<file path="config.mk">
export PLATFORM = sky130hd
export DESIGN_NAME = mces_axis
export DESIGN_NICKNAME = d
export VERILOG_FILES = /design/src/rtl/core/mces_pkg.sv /design/src/rtl/core/mces_axis.sv
export SDC_FILE = /design/constraint.sdc
export NUM_CORES = 1
export LEC_CHECK = 0
export BUFFER_PORTS_ARGS = -buffer_cell sky130_fd_sc_hd__buf_2
export CORE_MARGIN = 2
export CORE_UTILIZATION = 40
export DETAILED_ROUTE_END_ITERATION = 8
export GPL_ROUTABILITY_DRIVEN = 1
export PLACE_DENSITY = 0.67
export REMOVE_ABC_BUFFERS = 1
export SLEW_MARGIN = 30
export SYNTH_ARGS = -nofsm -noshare
export SYNTH_HDL_FRONTEND = slang
export SYNTH_SLANG_ARGS = --single-unit
</file>
<file path="constraint.sdc">
create_clock -name vclk -period 5.83
set_input_delay 0.2915 -clock vclk [all_inputs]
set_output_delay 0.2915 -clock vclk [all_outputs]
set_load 0.05 [all_outputs]
</file>
<file path="src/rtl/core/mces_pkg.sv">
// Package of shared constants for the monotone chain envelope search core.
package mces_pkg;

  // Default values of the top-level parameters.
  localparam int DefMaxPoints  = 64;
  localparam int DefCoordBits  = 32;
  localparam int DefStackDepth = 8;

  // Fixed field widths.
  localparam int IdxW  = 6;
  localparam int CntW  = 6;
  localparam int OutW  = 8;
  localparam int CfgDW = 6;

  // Most results a single query may return.
  localparam logic [CntW-1:0] ResCap = 6'd63;

  // Configuration register indexes.
  localparam logic REG_CHAIN_START = 1'b0;
  localparam logic REG_CHAIN_END   = 1'b1;

  // Register reset values.
  localparam logic [CfgDW-1:0] ChainStartRst = 6'd0;
  localparam logic [CfgDW-1:0] ChainEndRst   = 6'd1;

endpackage

</file>
<file path="src/rtl/core/mces_axis.sv">
// Shared single-axis overlap test between a segment span and the search interval.
module mces_axis import mces_pkg::*; #(
  parameter int W = DefCoordBits
) (
  input  logic signed [W-1:0] p_i,
  input  logic signed [W-1:0] q_i,
  input  logic signed [W-1:0] lo_i,
  input  logic signed [W-1:0] hi_i,
  output logic                hit_o
);

  logic signed [W-1:0] span_min;
  logic signed [W-1:0] span_max;

  // Order the two end points, then check that the intervals touch or overlap.
  assign span_min = (p_i < q_i) ? p_i : q_i;
  assign span_max = (p_i < q_i) ? q_i : p_i;
  assign hit_o    = !((lo_i > span_max) || (hi_i < span_min));

endmodule

</file>
==> results of run 1 <==
worst max-delay path: stages:
cell and delay [ns]:
buf_2 0.10, inv_1 0.04, ha_1 0.29, a21oi_1 0.15, o21ai_1 0.09, a221o_1 0.38, or3_1 0.38, o211ai_1 0.17
buf_4 0.44, mux2i_1 0.24, ha_1 0.26, a21oi_1 0.16, o22ai_1 0.09, o21a_1 0.16, o21ai_0 0.20, nand3_1 0.18
or3_1 0.37, a21oi_1 0.16, buf_2 0.29
cell families after synthesis:
| family | share of synthesized area |
|---|---|
| fa+ha+maj | 0.409 |
| buf+inv | 0.0618 |
| compound gates | 0.178 |
| simple gates | 0.132 |
| mux | 0.220 |
layer usage:
metal  wire length [um]  GRT usage
met5                  0          0
met4                 14    0.00413
met3                381    0.00280
met2               3680      0.351
met1               3620      0.268
synthesized netlist by cell type (2+ instances only):
library cell / count
a211o_1: 2
o21ai_1: 2
a211oi_1: 3
nand2_1: 13
nor2b_1: 4
nand3_1: 12
nand4_1: 9
a21o_1: 8
mux2i_1: 62
o211ai_1: 3
nor3_1: 4
nand2b_1: 2
nor2_1: 19
ha_1: 94
a221o_1: 3
o221ai_1: 2
inv_1: 34
o22ai_1: 2
nor4_1: 2
o21a_1: 5
o21ai_0: 14
buf_4: 6
a21oi_1: 25
or3_1: 5
and3_1: 2
worst paths after layout:
check / from / to / slack, ns
setup / recovery: q_i[17] / hit_o / 1.06
hold / removal: q_i[0] / hit_o / 1.23
layout make-up:
cell class / instances / area share
inverter: 34 / 0.0353
tap: 96 / 0.0332
timing repair buffer: 131 / 0.186
multi-input combinational: 310 / 0.746
cells in the final DEF (no fill, tap or decap), drive strengths merged, types with 5 or more instances in the layout:
cell type,count
o21ai,16
buf,131
nand4,9
nand3,12
nor2,19
o21a,5
a21oi,25
mux2i,62
ha,94
inv,34
or3,5
a21o,8
nand2,13
through the flow:
step / total power, mW / cells / utilization / hold slack [ns] / area (sq um)
final: 0.393 / 571 / 0.527 / 1.23 / 3620
after global routing: 0.449 / 571 / 0.527 / 1.32 / 3620
after CTS: 0.397 / 571 / 0.527 / 1.23 / 3620
after detailed placement: 0.395 / 571 / 0.527 / 1.23 / 3620
after global placement: 0.385 / 571 / 0.527 / 1.25 / 3620
after floorplan: 0.297 / 344 / - / 1.07 / 2830
power by group through the flow:
stage / combinational [mW] / sequential (mW) / clock (mW)
floorplan: 0.297 / 0 / 0
global placement: 0.385 / 0 / 0
detailed placement: 0.395 / 0 / 0
CTS: 0.397 / 0 / 0
global route: 0.449 / 0 / 0
finish: 0.393 / 0 / 0
==> impl_results.md, run 1 <==
* Setup Crit Path Kind: input pin to output port
* Synth warn at 0
* Hold Vio Cnt, Final at 0
* Clkbuf count at 0
* Register area at 0 sq um
* Initial DRC Count at 81
* Arr. time, crit path at 4.48 ns
* Cts hold-fix bufs at 0
* Worst slew pin tran at 0.408 ns
* Cell Area, Synth at 2880 sq um
* Setup TNS at 0 ns
* Share of cells above drive strength 1 at 0.282
* Worst slack, placed at 1.04 ns
* # DRC at 0
* Combinational Power Share at 1.000
* Status: completed
* Share of the synthesized area in the top cell type at 0.409
* Post-CTS Setup Inserts at 0
* P per Cell Area at 108 nW/um^2
* Part of the power in registers at 0
* Post-synthesis sequential area ratio at 0
* Avg Inst Size Synth at 8.20 sq um
* Post-route ant nets at 0
* Multi-input gate area at 2700 sq um
* Antenna violations before repair at 0
* Io pins at 129
* WL/cell at 13.5 um
* 1st-pass router iterations at 4
* Seq_cells at 0
* Resized Gates After CTS at 0
* RePlAce Congestion at 0.849
* Die Span Y at 88.8 um
* Tot GR Track Use at 0.193
* Sw frac at 0.516
* Crit end category: output port
* Yosys cell types at 39
* Die area at 7890 sq um
* Area grow syn2layout at 25.8%
* Worst EP required at 5.54 ns
* Antenna diode count at 0
* FILL cells at 689
* Core Region at 6870 sq um
* Dominant cell type by area after synthesis: ha_1
* Largest cells by area after synthesis: ha_1 41%, mux2i_1 22%, inv_1 4.4%, a21oi_1 4.3%, nor2_1 2.5%
* Chip width at 88.8 um
* Initial Util at 0.419
* Layout Nets at 699
* I/O Buffers at 129
* Final setup vio count at 0
* Worst Hold Depth at 5
* Internal Dissipation at 0.190 mW
* Max_cap viols at 0
* Worst IR drop on VDD at 0.0000383 V
* Top achievable clock speed at 210 MHz
* Gr ovfl total at 0
* Fin crit share at 0.818
* Clock power share at 0
* Worst min-delay path category: input pin to output port
* Largest net degree at the start of global routing at 39
* Startpoint types: input pin
* First-pass GRT wire length at 12.5 mm
* Crit Path Max Fanout at 24
* Worst rel slew slack at 0.726
* Max Transition Viols Final at 0
* Hpwl dp at 7.08 mm
* Vias per std cell at 5.28
* Vias in the first global route at 2950
* Net Switching at 0.203 mW
* Vias at 3016
* Final WS setup at 1.06 ns
* LEAKAGE at 2.07 nW
* Cell row count at 30
* Syn Inst Count at 351
* Period minus WS final at 4.77 ns
* WL final at 7.69 mm
* RSZ-0062 raised after global routing: false
Note: power is estimated with default switching activity, not from simulation.
==> run 2, diff against run 1 <==
Clock period 5.83 ns to 4.86 ns, I/O delays scaled along.
==> run 2 against run 1 <==
Effect of this change: critical path depth rose by 1; via count barely moved; combinational power rose by 23%; non-clock buffer count rose by 2; clock-buffer cell count did not move; critical path type unchanged; largest power group unchanged; highest routed layer unchanged.
==> impl_results.md, run 2 (same netlist as run 1, synthesis figures left out) <==
* Initial DRC Count at 70 (was 81)
* Gr ovfl total at 0 (unchanged)
* Io pins at 129 (unchanged)
* Status: completed (unchanged)
* Chip width at 88.8 um (unchanged)
* Post-route ant nets at 0 (unchanged)
* Die area at 7890 sq um (unchanged)
* LEAKAGE at 2.09 nW (was 2.07 nW)
* Vias in the first global route at 2962 (was 2950)
* CP Buf/Inv Count at 4 (unchanged)
* Finished Core Util at 0.532 (was 0.527)
* Slowest stage delay, CP at 0.39 ns (was 0.44 ns)
* First-pass GRT wire length at 12.4 mm (was 12.5 mm)
* Top cell by count, worst path: a21oi_1 (unchanged)
* Placed cells at 571 (unchanged)
* Cts hold-fix bufs at 0 (unchanged)
* P per Cell Area at 132 nW/um^2 (was 108 nW/um^2)
* Number of cells on the critical path at 20 (was 19)
* Arr. time, crit path at 4.32 ns (was 4.48 ns)
* Area grow syn2layout at 27.1% (was 25.8%)
* Top achievable clock speed at 219 MHz
* Core Region at 6870 sq um (unchanged)
* Clock power share at 0 (about the same)
* Seq_cells at 0 (unchanged)
* Worst Hold Depth at 5 (unchanged)
* Initial Util at 0.419 (unchanged)
* Clkbuf count at 0 (unchanged)
* Cell row count at 30 (unchanged)
* Startpoint types: input pin (unchanged)
* Worst EP required at 4.62 ns (was 5.54 ns)
* Crit Path Max Fanout at 16 (was 24)
* Cell family with most CP delay: compound AO/OA/AOI/OAI gates (unchanged)
* Max_cap viols at 0 (unchanged)
* Vias per std cell at 5.27 (was 5.28)
* Tot GR Track Use at 0.190 (was 0.193)
* Net Switching at 0.246 mW (was 0.203 mW)
* Worst IR drop on VDD at 0.0000539 V (was 0.0000383 V)
* Critical-path cell list: buf_2, inv_1, ha_1, a21oi_1, o21ai_1, a221o_1, or3_1, o211ai_1, clkbuf_16, mux2i_1, ha_1, a21o_1, a21o_1, a21oi_1, nor2_1, nor4bb_1, a22o_1, a41oi_1, a21oi_1, buf_2 (was buf_2, inv_1, ha_1, a21oi_1, o21ai_1, a221o_1, or3_1, o211ai_1, buf_4, mux2i_1, ha_1, a21oi_1, o22ai_1, o21a_1, o21ai_0, nand3_1, or3_1, a21oi_1, buf_2)
* I/O Buffers at 129 (unchanged)
* Hold slack at 1.12 ns (was 1.23 ns)
* Tot Pwr at 0.482 mW (was 0.393 mW)
* Period minus WS final at 4.57 ns
* RePlAce Congestion at 0.844 (was 0.849)
* Part of the power in registers at 0 (about the same)
* Vias at 3018 (was 3016)
* Hpwl dp at 7.06 mm (was 7.08 mm)
* Worst slew pin tran at 0.503 ns (was 0.408 ns)
* Worst slack, placed at 0.311 ns (was 1.04 ns)
* Worst min-delay path category: input pin to output port (unchanged)
* Antenna diode count at 0 (unchanged)
* FILL cells at 701 (was 689)
* Final setup vio count at 0 (unchanged)
* Most common cell after layout, fill and taps aside: buf_2 (unchanged)
* Antenna violations before repair at 0 (unchanged)
* Share of cells above drive strength 1 at 0.285 (was 0.282)
* WL/cell at 13.6 um (was 13.5 um)
* Register area at 0 sq um (unchanged)
* Sw frac at 0.510 (was 0.516)
* Die Span Y at 88.8 um (unchanged)
* Crit end category: output port (unchanged)
* Crit path max-delay cell type: a221o_1 (was buf_4)
* Hold Vio Cnt, Final at 0 (unchanged)
* Combinational Power Share at 1.000 (about the same)
* Final WS setup at 0.293 ns (was 1.06 ns)
* Most frequent cells in the layout: 129 x buf_2, 94 x ha_1, 62 x mux2i_1 (unchanged)
* 1st-pass router iterations at 4 (unchanged)
* Setup Crit Path Kind: input pin to output port (unchanged)
* Internal Dissipation at 0.236 mW (was 0.190 mW)
* WL final at 7.79 mm (was 7.69 mm)
* Largest net degree at the start of global routing at 33 (was 39)
* Final Instance Count excl. Fillers at 573 (was 571)
* # DRC at 0 (unchanged)
* Fin crit share at 0.940
* Layout Nets at 701 (was 699)
* Max Transition Viols Final at 0 (unchanged)
* Worst rel slew slack at 0.663 (was 0.726)
run 2: final timing paths:
kind / from / to / slack, ns
setup / recovery: q_i[17] / hit_o / 0.29
hold / removal: q_i[0] / hit_o / 1.12
run 2: layer usage:
metal  GRT usage  share of wire  up-vias
met3     0.00746          0.047        6
li1            -              -     1590
met4      0.0220         0.0095        0
met5           0              0        -
met1       0.255           0.47     1342
met2       0.347           0.47       80
run 2: area by class of cell:
type,instances,area [sq um],area share
multi-input cells,310,2700,0.738
well taps,96,120,0.0329
repair buffers,133,709,0.194
inverters,34,128,0.0349
run 2: power groups by stage:
stage               Combinational (mW)  Clock [mW]  Sequential [mW]
finish                           0.482           0                0
global route                     0.547           0                0
CTS                              0.480           0                0
detailed placement               0.478           0                0
global placement                 0.465           0                0
floorplan                        0.357           0                0
run 2: what timing repair did:
action,in CTS,in global routing
endpoints found under the setup margin,0,1
buffers inserted,0,1
resized for setup,0,2
hold endpoints to repair,0,0
run 2: stage by stage:
stage / area, sq um / TNS [ns]
after floorplan: 2830 / -3.41
after global placement: 3630 / 0
final: 3660 / 0
after detailed placement: 3630 / 0
after CTS: 3630 / 0
after global routing: 3660 / -0.00739
==> run 3, diff against run 2 <==
Settings changed: MAX_ROUTING_LAYER from default to met4, SKIP_LAST_GASP from default to 1.
==> run 3 against run 2 <==
Effect of this change: die area did not move; cell area rose by 0.72%; hold slack improved by 0.020 ns; via count rose by 0.46%; largest power group unchanged; core utilization rose by 0.38 points; sequential share of layout area did not move; global-route usage rose by 0.36 points; final cell count rose by 0.35%; clock-buffer cell count did not move; non-clock buffer count rose by 2.
==> impl_results.md, run 3 (same netlist as run 1, synthesis figures left out) <==
* Final setup vio count at 0 (unchanged)
* Placed cells at 571 (unchanged)
* Worst rel slew slack at 0.651 (was 0.663)
* Most frequent cells in the layout: 128 x buf_2, 94 x ha_1, 62 x mux2i_1 (was 129 x buf_2, 94 x ha_1, 62 x mux2i_1)
* Worst EP required at 4.62 ns (about the same)
* Hold Vio Cnt, Final at 0 (unchanged)
* P per Cell Area at 133 nW/um^2 (was 132 nW/um^2)
* Placed Area at 3630 sq um (unchanged)
* Gr ovfl total at 0 (unchanged)
* Clkbuf count at 0 (unchanged)
* LEAKAGE at 2.11 nW (was 2.09 nW)
* Max Transition Viols Final at 0 (unchanged)
* Final Instance Count excl. Fillers at 575 (was 573)
* Antenna diode count at 0 (unchanged)
* Fin crit share at 0.941 (was 0.940)
* Startpoint types: input pin (unchanged)
* Register area at 0 sq um (unchanged)
* RSZ-0062 raised after global routing: false
* Most common cell after layout, fill and taps aside: buf_2 (unchanged)
* Period minus WS final at 4.57 ns (about the same)
* Arr. time, crit path at 4.33 ns (was 4.32 ns)
* Initial DRC Count at 38 (was 70)
* WL final at 7.76 mm (was 7.79 mm)
* Final Cell Area at 3680 sq um (was 3660 sq um)
* 1st-pass router iterations at 4 (unchanged)
* Setup TNS at 0 ns (unchanged)
* FILL cells at 711 (was 701)
* Vias in the first global route at 2858 (was 2962)
* Initial Util at 0.419 (unchanged)
* RePlAce Congestion at 0.853 (was 0.844)
* Vias per std cell at 5.27 (about the same)
* # DRC at 0 (unchanged)
* Setup Crit Path Kind: input pin to output port (unchanged)
* Post-route ant nets at 0 (unchanged)
* Layout Nets at 703 (was 701)
* Worst IR drop on VDD at 0.0000530 V (was 0.0000539 V)
* Crit Path Max Fanout at 16 (unchanged)
* Max_cap viols at 0 (unchanged)
* Hold slack at 1.14 ns (was 1.12 ns)
* Core Region at 6870 sq um (unchanged)
* I/O Buffers at 129 (unchanged)
* Worst min-delay path category: input pin to output port (unchanged)
* Tot GR Track Use at 0.194 (was 0.190)
* Worst slew pin tran at 0.522 ns (was 0.503 ns)
* Status: completed (unchanged)
* Largest net degree at the start of global routing at 33 (unchanged)
* Io pins at 129 (unchanged)
* Die area at 7890 sq um (unchanged)
* Crit end category: output port (unchanged)
* Seq_cells at 0 (unchanged)
* Hpwl dp at 6.93 mm (was 7.06 mm)
* Top achievable clock speed at 219 MHz (about the same)
* Area grow syn2layout at 28.0% (was 27.1%)
* Worst Hold Depth at 5 (unchanged)
* Cts hold-fix bufs at 0 (unchanged)
* Tot Pwr at 0.489 mW (was 0.482 mW)
* Die Span Y at 88.8 um (unchanged)
* Chip width at 88.8 um (unchanged)
* Share of cells above drive strength 1 at 0.288 (was 0.285)
* WL/cell at 13.5 um (was 13.6 um)
* Hold EP: hit_o (unchanged)
* Cell row count at 30 (unchanged)
* First-pass GRT wire length at 12.2 mm (was 12.4 mm)
* HP Start: q_i[0] (unchanged)
* Antenna violations before repair at 0 (unchanged)
* Vias at 3032 (was 3018)
[run 3: routing by layer]
layer  track usage  part of all wire
met3       0.00187             0.035
met4             0                 0
met1         0.263              0.49
met5             -                 0
met2         0.345              0.47
[run 3: where the power goes]
group	internal (mW)	leakage, nW	switching, mW
Combinational	0.242	2.11	0.247
Clock	0	0	0
Sequential	0	0	0
Total	0.242	2.11	0.247
[run 3: what timing repair did]
item | in CTS | in global routing
setup buffers | 0 | 2
gates resized for setup | 0 | 5
setup endpoints to repair | 0 | 1
[run 3: critical path, stage by stage]
cell	delay, ns
buf_2	0.10
inv_1	0.04
ha_1	0.27
a21oi_1	0.16
o21ai_1	0.11
a221o_1	0.38
or3_1	0.38
o211ai_1	0.26
clkbuf_16	0.31
mux2i_1	0.21
ha_1	0.26
a21oi_1	0.15
nor2b_1	0.05
o21ai_0	0.17
a21oi_1	0.13
o311a_1	0.35
or3_1	0.31
a21oi_1	0.17
clkbuf_4	0.26
[run 3: how the worst max path moves through the flow]
stage                        from    end  slack, ns
after floorplan            q_i[5]  hit_o      -3.41
after global placement    q_i[19]  hit_o       0.31
after detailed placement  q_i[17]  hit_o       0.28
after CTS                 q_i[17]  hit_o       0.26
after global routing      q_i[17]  hit_o       0.02
final                     q_i[17]  hit_o       0.29
[run 3: per-stage QoR]
stage | worst slack, ns | utilization
after floorplan | -3.41 | -
after global placement | 0.306 | 0.529
after detailed placement | 0.282 | 0.529
after CTS | 0.256 | 0.529
after global routing | 0.0238 | 0.536
final | 0.287 | 0.536
[run 3: final cells by class]
type / count / area [sq um] / area share
Inverter: 34 / 128 / 0.0347
Multi-Input combinational cell: 310 / 2700 / 0.733
Tap cell: 96 / 120 / 0.0326
Timing Repair Buffer: 135 / 736 / 0.200
